[src/sv/ieb_pkg.sv]
package ieb_pkg;

    localparam int FRAME_WORDS = 39;
    localparam int WORD_W      = 16;
    localparam int INDEX_W     = 6;

    localparam logic [INDEX_W-1:0] LAST_INDEX = INDEX_W'(FRAME_WORDS - 1);

    // Ones'-complement sum of every constant word covered by the checksum:
    // pseudo-header length and next header, ICMPv6 type/code, identifier,
    // sequence and the 0x41 payload, already folded to 16 bits.
    localparam logic [WORD_W-1:0] CSUM_INIT = 16'h8F2F;

    localparam logic [1:0] REG_LOCAL_MAC     = 2'd0;
    localparam logic [1:0] REG_SRC_ADDR_HIGH = 2'd1;
    localparam logic [1:0] REG_SRC_ADDR_LOW  = 2'd2;

    typedef enum logic [1:0] {
        KIND_PLAIN = 2'd0,
        KIND_SUM   = 2'd1,
        KIND_CSUM  = 2'd2
    } kind_t;

    typedef struct packed {
        logic [WORD_W-1:0]  word;
        logic [INDEX_W-1:0] index;
        kind_t              kind;
    } cell_t;

    function automatic logic [WORD_W-1:0] oc_add(input logic [WORD_W-1:0] a,
                                                 input logic [WORD_W-1:0] b);
        logic [WORD_W:0] s;
        s = {1'b0, a} + {1'b0, b};
        return s[WORD_W-1:0] + {{(WORD_W-1){1'b0}}, s[WORD_W]};
    endfunction

endpackage

[src/sv/ieb_cell.sv]
module ieb_cell (
    input  logic           aclk,
    input  logic           aresetn,
    input  logic           load,
    input  logic           shift,
    input  ieb_pkg::cell_t load_data,
    input  ieb_pkg::cell_t shift_data,
    input  logic           shift_valid,
    output ieb_pkg::cell_t q,
    output logic           q_valid
);
    import ieb_pkg::*;

    cell_t data_reg, data_next;
    logic  valid_reg, valid_next;

    always_comb begin
        data_next  = data_reg;
        valid_next = valid_reg;
        if (load) begin
            data_next  = load_data;
            valid_next = 1'b1;
        end else if (shift) begin
            data_next  = shift_data;
            valid_next = shift_valid;
        end
    end

    always_ff @(posedge aclk) begin
        if (!aresetn) begin
            valid_reg <= 1'b0;
        end else begin
            valid_reg <= valid_next;
        end
        data_reg <= data_next;
    end

    assign q       = data_reg;
    assign q_valid = valid_reg;

endmodule

[src/sv/ieb_csum.sv]
module ieb_csum (
    input  logic                       aclk,
    input  logic                       aresetn,
    input  ieb_pkg::cell_t             head,
    input  logic                       pop,
    output logic [ieb_pkg::WORD_W-1:0] frame_word
);
    import ieb_pkg::*;

    logic [WORD_W-1:0] acc_reg, acc_next;

    always_comb begin
        acc_next = acc_reg;
        if (pop) begin
            case (head.kind)
                KIND_SUM:  acc_next = oc_add(acc_reg, head.word);
                // checksum word gone: rearm for the next frame
                KIND_CSUM: acc_next = CSUM_INIT;
                default:   acc_next = acc_reg;
            endcase
        end
    end

    always_ff @(posedge aclk) begin
        if (!aresetn) begin
            acc_reg <= CSUM_INIT;
        end else begin
            acc_reg <= acc_next;
        end
    end

    // all summed words leave the head before the checksum slot reaches it
    assign frame_word = (head.kind == KIND_CSUM) ? ~acc_reg : head.word;

endmodule

[src/sv/icmpv6_echo_frame_builder_unit.sv]
// Channel  Direction  Handshake            Payload
// s_       in         s_tvalid / s_tready  s_tdata: target_addr_high, target_addr_low
// m_       out        m_tvalid / m_tready  m_tdata: frame_word, word_index; m_tlast
// cfg_     in         cfg_valid/cfg_ready  cfg_index, cfg_data
//
// One address in gives 39 words out, one word per cycle while m_tready is high,
// so a new address is taken once per frame; the 39-cell shift chain sets that.
// A one-entry input register takes the next address while the chain still drains.
// The chain reloads in the same cycle its last word leaves: no bubble between frames.
// Reset (aresetn low, synchronous) empties the chain and input register and
// clears the configuration. A stall on m_ freezes the chain.
module icmpv6_echo_frame_builder_unit (
    input  logic         aclk,
    input  logic         aresetn,
    input  logic         s_tvalid,
    output logic         s_tready,
    input  logic [127:0] s_tdata,   // [63:0] target_addr_high, [127:64] target_addr_low
    output logic         m_tvalid,
    input  logic         m_tready,
    output logic [23:0]  m_tdata,   // [15:0] frame_word, [21:16] word_index, [23:22] zero
    output logic         m_tlast,
    input  logic         cfg_valid,
    output logic         cfg_ready,
    input  logic [1:0]   cfg_index,
    input  logic [63:0]  cfg_data
);
    import ieb_pkg::*;

    logic [47:0]  local_mac_reg;
    logic [63:0]  src_high_reg;
    logic [63:0]  src_low_reg;
    logic [127:0] in_data_reg;
    logic         in_full_reg, in_full_next;

    cell_t img [FRAME_WORDS];
    cell_t cell_q [FRAME_WORDS+1];
    logic  cell_v [FRAME_WORDS+1];

    logic  pop, chain_load;
    logic [63:0] th, tl;
    logic [WORD_W-1:0] head_word;

    assign cfg_ready = 1'b1;

    always_ff @(posedge aclk) begin
        if (!aresetn) begin
            local_mac_reg <= '0;
            src_high_reg  <= '0;
            src_low_reg   <= '0;
        end else if (cfg_valid) begin
            case (cfg_index)
                REG_LOCAL_MAC:     local_mac_reg <= cfg_data[47:0];
                REG_SRC_ADDR_HIGH: src_high_reg  <= cfg_data;
                REG_SRC_ADDR_LOW:  src_low_reg   <= cfg_data;
                default:           ;
            endcase
        end
    end

    assign pop        = m_tvalid && m_tready;
    assign chain_load = in_full_reg && (!cell_v[0] || (pop && cell_q[0].index == LAST_INDEX));
    assign s_tready   = !in_full_reg;

    always_comb begin
        in_full_next = in_full_reg;
        if (s_tvalid && s_tready) begin
            in_full_next = 1'b1;
        end else if (chain_load) begin
            in_full_next = 1'b0;
        end
    end

    always_ff @(posedge aclk) begin
        if (!aresetn) begin
            in_full_reg <= 1'b0;
        end else begin
            in_full_reg <= in_full_next;
        end
        if (s_tvalid && s_tready) begin
            in_data_reg <= s_tdata;
        end
    end

    assign th = in_data_reg[63:0];
    assign tl = in_data_reg[127:64];

    // frame image loaded into all cells of the chain at once
    always_comb begin
        for (int k = 0; k < FRAME_WORDS; k++) begin
            img[k].word  = '0;
            img[k].index = INDEX_W'(k);
            img[k].kind  = KIND_PLAIN;
        end
        img[0].word  = 16'h3333;
        img[1].word  = tl[31:16];
        img[2].word  = tl[15:0];
        img[3].word  = local_mac_reg[47:32];
        img[4].word  = local_mac_reg[31:16];
        img[5].word  = local_mac_reg[15:0];
        img[6].word  = 16'h86DD;
        img[7].word  = 16'h6000;
        img[8].word  = 16'h0000;
        img[9].word  = 16'h0018;
        img[10].word = 16'h3A40;
        for (int j = 0; j < 4; j++) begin
            img[11+j].word = src_high_reg[63-16*j -: 16];
            img[15+j].word = src_low_reg[63-16*j -: 16];
            img[19+j].word = th[63-16*j -: 16];
            img[23+j].word = tl[63-16*j -: 16];
        end
        for (int j = 11; j < 27; j++) begin
            img[j].kind = KIND_SUM;
        end
        img[27].word = 16'h8000;
        img[28].kind = KIND_CSUM;
        img[29].word = 16'h04D2;
        img[30].word = 16'h0001;
        for (int j = 31; j < FRAME_WORDS; j++) begin
            img[j].word = 16'h4141;
        end
    end

    assign cell_q[FRAME_WORDS] = '0;
    assign cell_v[FRAME_WORDS] = 1'b0;

    for (genvar g = 0; g < FRAME_WORDS; g++) begin : g_chain
        ieb_cell u_cell (
            .aclk        (aclk),
            .aresetn     (aresetn),
            .load        (chain_load),
            .shift       (pop),
            .load_data   (img[g]),
            .shift_data  (cell_q[g+1]),
            .shift_valid (cell_v[g+1]),
            .q           (cell_q[g]),
            .q_valid     (cell_v[g])
        );
    end

    ieb_csum u_csum (
        .aclk       (aclk),
        .aresetn    (aresetn),
        .head       (cell_q[0]),
        .pop        (pop),
        .frame_word (head_word)
    );

    assign m_tvalid = cell_v[0];
    assign m_tdata  = {2'b00, cell_q[0].index, head_word};
    assign m_tlast  = (cell_q[0].index == LAST_INDEX);

endmodule

[config.mk]
export PLATFORM = sky130hd
export DESIGN_NAME = icmpv6_echo_frame_builder_unit
export DESIGN_NICKNAME = d
export VERILOG_FILES = /design/src/sv/ieb_pkg.sv /design/src/sv/ieb_cell.sv /design/src/sv/ieb_csum.sv /design/src/sv/icmpv6_echo_frame_builder_unit.sv
export SDC_FILE = /design/constraint.sdc
export NUM_CORES = 2
export LEC_CHECK = 0
export BUFFER_PORTS_ARGS = -buffer_cell sky130_fd_sc_hd__buf_2
export CAP_MARGIN = 20
export CORE_ASPECT_RATIO = 0.5
export CORE_MARGIN = 1
export CORE_UTILIZATION = 63
export DETAILED_ROUTE_END_ITERATION = 10
export PLACE_DENSITY_LB_ADDON = 0.12
export SLEW_MARGIN = 20
export SYNTH_ARGS = -nofsm -noshare
export SYNTH_HDL_FRONTEND = slang
export SYNTH_HIERARCHICAL = 1
export SYNTH_SLANG_ARGS = --single-unit
export TNS_END_PERCENT = 10
[constraint.sdc]
create_clock -name aclk -period 10 [get_ports aclk]
set_input_delay 1 -clock aclk [delete_from_list [all_inputs] [get_ports aclk]]
set_output_delay 1 -clock aclk [all_outputs]
set_load 0.01 [all_outputs]
After elaboration in Yosys (flattened, before gate mapping)
Cells that the tools add are included.

operators by class
  add/sub/neg operators = 2
  equality and inequality tests = 5
  mux-type cells = 124
  bitwise operators = 1
  reductions and logical operators = 15

operator list
  cell                                                              number
  24-bit 2-to-1 mux                                                 42
  1-bit 2-to-1 mux                                                  80
  16-bit case mux with 2 select lines                               1
  16-bit by 16-bit adder with 17-bit output                         1
  16-bit by 1-bit adder with 16-bit output                          1
  16-bit 2-to-1 mux                                                 1
  16-bit inverter                                                   1
  2-bit AND reduction                                               4
  6-bit == test (second input constant)                             1
  2-bit nonzero test                                                3
  2-bit by 1-bit == test with 1-bit output (second input constant)  2
  2-bit == test (second input constant)                             2
  1-bit logical AND                                                 4
  1-bit zero test                                                   2
  2-bit zero test                                                   1
  1-bit logical OR                                                  1

storage, ports and cells
  register bits after elaboration = 1128
  input bits = 199
  output and inout bits = 28
  logic and storage cells = 299

Longest topological paths before layout
  word-level depth = 6
  depth in mapped cells = 17
  gate-level depth less buffers = 17

Hierarchy
The synthesis kept the hierarchy.

by module, submodules not included
  module                          instances  cells each  area each (um^2)
  ieb_cell                        39         55          1154.9
  icmpv6_echo_frame_builder_unit  1          911         10476.3
  ieb_csum                        1          220         1804.2

Worst setup path before layout
Ideal clock, no wire load.

  path type = in2reg
  from = input port s_tvalid
  to = register in_full_reg
  setup time = 80 ps
  data arrival time = 7221 ps
  setup slack = 2699 ps
  stages = 2
  buffers on the path = 0
  cell sequence = nor2b_1 > a22o_1

on the way
  word-level cells in the longest chain between the ends = 2
  elaborated cells on any way between the ends = 3
  those cells by class = 1 x mux; 2 x reduce/logical

ends and longest elaborated chain
  element                                                        RTL line                              source
  from (decl)                                                    icmpv6_echo_frame_builder_unit.sv:15  input logic s_tvalid,
  1-bit logical AND (*)                                          icmpv6_echo_frame_builder_unit.sv:66  if (s_tvalid && s_tready) begin
  1-bit 2-to-1 mux / 2-bit nonzero test (equally long branches)  -
  to (signal assigned)                                           icmpv6_echo_frame_builder_unit.sv:77  in_full_reg <= in_full_next;
  to (decl)                                                      icmpv6_echo_frame_builder_unit.sv:33  logic in_full_reg, in_full_next;

Mark *: on every way between the ends. The rest lies on a longest branch, timed or not.
A chain may end at the register's enable or synchronous reset.

Worst setup path after layout
  from = register g_chain[0].u_cell.data_reg (netlist bit g_chain[0].u_cell/q[6])
  to = register g_chain[18].u_cell.data_reg (netlist bit g_chain[18].u_cell/q[11]), enable pin

on the way
  word-level cells in the longest chain between the ends = 5

ends and longest elaborated chain
  element                              RTL line                              source
  from (decl)                          ieb_cell.sv:14                        cell_t data_reg, data_next;
  from (signal assigned)               ieb_cell.sv:35                        data_reg <= data_next;
  6-bit == test                        icmpv6_echo_frame_builder_unit.sv:61  assign chain_load = in_full_reg && (!cell_v[0] || (pop && cell_q[0].index == LAST_INDEX));
  1-bit logical AND                    icmpv6_echo_frame_builder_unit.sv:61
  1-bit logical OR                     icmpv6_echo_frame_builder_unit.sv:61
  1-bit logical AND                    icmpv6_echo_frame_builder_unit.sv:61
  named net chain_load                 icmpv6_echo_frame_builder_unit.sv:39  logic pop, chain_load;
  2-bit nonzero test (no source line)  -
  to (signal assigned)                 ieb_cell.sv:35
  to (decl)                            ieb_cell.sv:14

The timed path passes the listed nets, and every way through them passes these cells.

==> key figures <==
Floorplan
  – Starting Density: 0.643
  – Die Area: 92,300 um^2
  – DIE WIDTH: around 430 um
  – Chip Height: between 200 and 250 um
  – # rows: 77
  – Core area: slightly below 90,000 um^2
  – Num ports: 227

Clock network
  – CTS sink cnt: 1,296
  – CTS root buf: clkbuf_16
  – Clock buffer depth: 3
  – CTS buffer count: 109
  – H-tree lvl count: 3
  – CTS tree: yes
  – Count of hold buffers inserted by post-cts repair: 0
  – Post-CTS sizing: 0
  – # Post-CTS Setup Buffers: 0
  – Clk pin slew, worst setup/hold paths: 0.07 ns
  – Worst-skew pair later-pin latency: 0.69 ns

Power
  – Pwr Density: roughly 190 nW/um^2
  – Pwr Total: 12,300 uW
  – Highest ir drop seen on vdd: 0.144 mV
  – Leakage power: 0.0245 uW

Synthesis
  – Post-synthesis sequential area ratio: 0.638
  – Post-synth top flop: edfxtp_1
  – Synth Area in Compound Gates: 0.0351
  – Post-Syn Area: 57,300 um^2
  – Synthesized instance count: 3,276
  – Post-Synth XOR/XNOR Area: 0.00367
  – Share of synthesized cell area in and, or, nand and nor gates: 0.0358
  – Synth area leader: edfxtp_1
  – Ys Warns: 6
  – Top post-synthesis cells by area: edfxtp_1 (56%), mux2_4 (18%), dfxtp_1 (8.1%)
  – Synth unique cells: 62
  – Synthesized flop and latch total: 1,296
  – Syn avg cell area: about 17 um^2
  – Top-area cell type share of the netlist area: 0.557
  – Largest family of logic cells by synthesized area: multiplexers
  – Number of flops mapped to enable cells by yosys: 1,064
  – Post-synthesis mux area share: 0.240
  – Synth Area in Adders: 0.00450
  – Async set-reset flop share out of synthesis: 0

Placed design
  – Number of port buffers: ~220
  – Placed instance area: 60,200 um^2
  – Cells after DPL: 5,153
  – Placer congestion estimate: 0.892
  – DPL Wire Length: ~73,000 um

Detailed routing
  – Post-DRT Antenna Nets: 0
  – Drt first pass iters: 7
  – Drt drc: 0
  – Iter 0 DRT Violations: 2,656
  – Drt total wl: 108,000 um
  – Vias per cell: 5.19
  – Number of vias in the routed layout: 27,800
  – Wire length per cell: 20.2 um

Min path
  – Cell depth of the worst hold path: 2
  – Hold-critical path endpoint: local_mac_reg[16]$_SDFFE_PN0P_
  – Worst hold start: local_mac_reg[16]$_SDFFE_PN0P_
  – Worst Hold Class: reg -> reg

Critical path
  – Setup CP Type: reg -> reg
  – Worst Setup SP: g_chain[0].u_cell/q[6]$_DFFE_PP_
  – Data required time of the worst path: roughly 10 ns
  – R2r endpoint: g_chain[18].u_cell/q[11]$_DFFE_PP_
  – Crit path arrival time: 4.79 ns
  – CP Capture Type: flip-flop
  – Reg-to-Reg Start: g_chain[0].u_cell/q[6]$_DFFE_PP_
  – Worst R2R Setup Slack: 5.53 ns
  – Worst reg-to-reg path cell count: 6
  – CP Max Fanout: 60
  – Setup crit start kind: flip-flop

Final layout
  – Layout Utilization: 0.713
  – Largest register FFs: 936
  – Fill count: 5,715
  – Final std cell area, no fill: 63,600 um^2
  – Layout cells sized above 1: 0.343
  – Finished Layout Cells: 5,355
  – Nets: 4,298
  – Area Growth Syn to Fin: 11.0%

Status
  – Status: completed

STA
  – Hold Violations, Final: 0
  – Achievable Freq: 224 MHz
  – Fin. max-slew vios: 0
  – Final period utilization: 0.447
  – Worst-margin pin slew: about 1.1 ns
  – Setup_tns: 0 ns
  – Max_slew headroom: 0.245
  – # setup viols final: 0
  – RSZ-0062 raised after global routing: false
  – Tmin final: ~4.5 ns
  – Skew final: 0.0160 ns

Global routing
  – First-pass GRT wire length: ~160,000 um
  – Pin count of the biggest net entering global routing: ~170
  – Vias in the first global route: 27,400
  – Total congestion overflow: 0
  – Global Route Usage Sum: 0.236
  – Initial antenna violation count: 6

Job
  – Total of max-cap violations: 0
==> cells in the final DEF, fill, tap and decap left out, drive strengths merged, types with 5 or more instances in the layout <==
| cell type | synthesis | routed |
|---|---|---|
| conb | 2 | 628 |
| nor2b | 6 | 6 |
| nand4 | 6 | 6 |
| dfxtp | 232 | 232 |
| xnor2 | 12 | 12 |
| nand3 | 5 | 5 |
| nand2 | 374 | 374 |
| inv | 18 | 20 |
| a21oi | 13 | 13 |
| clkbuf | 22 | 159 |
| nor3 | 6 | 6 |
| mux2 | 975 | 975 |
| o21ai | 10 | 10 |
| a21boi | 177 | 177 |
| xor2 | 12 | 12 |
| ha | 19 | 19 |
| a21o | 5 | 5 |
| buf | 160 | 248 |
| edfxtp | 1064 | 1064 |
| clkinv | 0 | 36 |
| mux2i | 16 | 16 |
| o21a | 43 | 43 |
| nor2 | 18 | 18 |
| or2 | 41 | 41 |
==> where the power goes <==
| part | leakage [uW] | switching (uW) | internal, uW |
|---|---|---|---|
| Sequential | 0.0119 | 194 | 6470 |
| Combinational | 0.0109 | 723 | 797 |
| Clock | 0.00166 | 1860 | 2230 |
| Total | 0.0245 | 2780 | 9500 |
==> metrics by stage <==
step                      hold WS (ns)  worst slack, ns
final                            0.452             5.53
after floorplan                  0.432             2.70
after global routing             0.441             5.34
after detailed placement         0.445             5.06
after CTS                        0.422             5.53
after global placement           0.441             5.13
==> synthesized netlist by cell type (all sizes together), types with 10 or more instances <==
library cell	count
buf	160
o21a	43
a21oi	13
xor2	12
dfxtp	232
nor2	18
or2	41
mux2	975
ha	19
inv	18
xnor2	12
o21ai	10
clkbuf	22
mux2i	16
edfxtp	1064
a21boi	177
nand2	374
==> final cells by class <==
| class | count | area, um^2 | area share |
|---|---|---|---|
| inverters | 18 | 67.6 | 0.00106 |
| multi-input cells | 2406 | 20700 | 0.325 |
| clock buffers | 159 | 3080 | 0.0484 |
| clock inverters | 42 | 297 | 0.00466 |
| flip-flops and latches | 1296 | 36600 | 0.575 |
| repair buffers | 248 | 1390 | 0.0218 |
| diodes | 1 | 2.50 | 0.0000393 |
| well taps | 1185 | 1480 | 0.0233 |
==> worst max-delay path, stage by stage, from the launching register on <==
cell and delay, ns:
edfxtp_1 0.38, nand4bb_1 0.24, or3_1 0.44, a21oi_4 0.89, buf_4 0.62, buf_4 0.83
or2_2 0.63
==> layer usage <==
layer	global-route usage	part of all wire	up-vias
li1	-	-	13200
met1	0.353	0.46	13700
met2	0.351	0.44	765
met3	0.0502	0.074	156
met4	0.0626	0.021	4
met5	0	0.00016	-
==> kinds of logic (layout without fill, tap and decap cells) <==
family	after synthesis	after routing
multiplexers	991	991
buffers and inverters	200	467
AND/OR/NAND/NOR	478	478
AO/OA/AOI/OAI	265	265
other	2	629
XOR/XNOR	24	24
adder cells (fa/ha/maj)	20	20
flip-flops	1296	1296
==> worst max-delay path by stage <==
stage	slack [ns]	cells past startpoint	end
after floorplan	2.70	2	in_full_reg$_SDFFE_PN0P_
after global placement	5.13	7	g_chain[2].u_cell/q[22]$_DFFE_PP_
after detailed placement	5.06	7	g_chain[2].u_cell/q[22]$_DFFE_PP_
after CTS	5.53	6	g_chain[18].u_cell/q[22]$_DFFE_PP_
after global routing	5.34	6	g_chain[26].u_cell/q[22]$_DFFE_PP_
final	5.53	6	g_chain[18].u_cell/q[11]$_DFFE_PP_
Power figures use the tool's default switching activity.
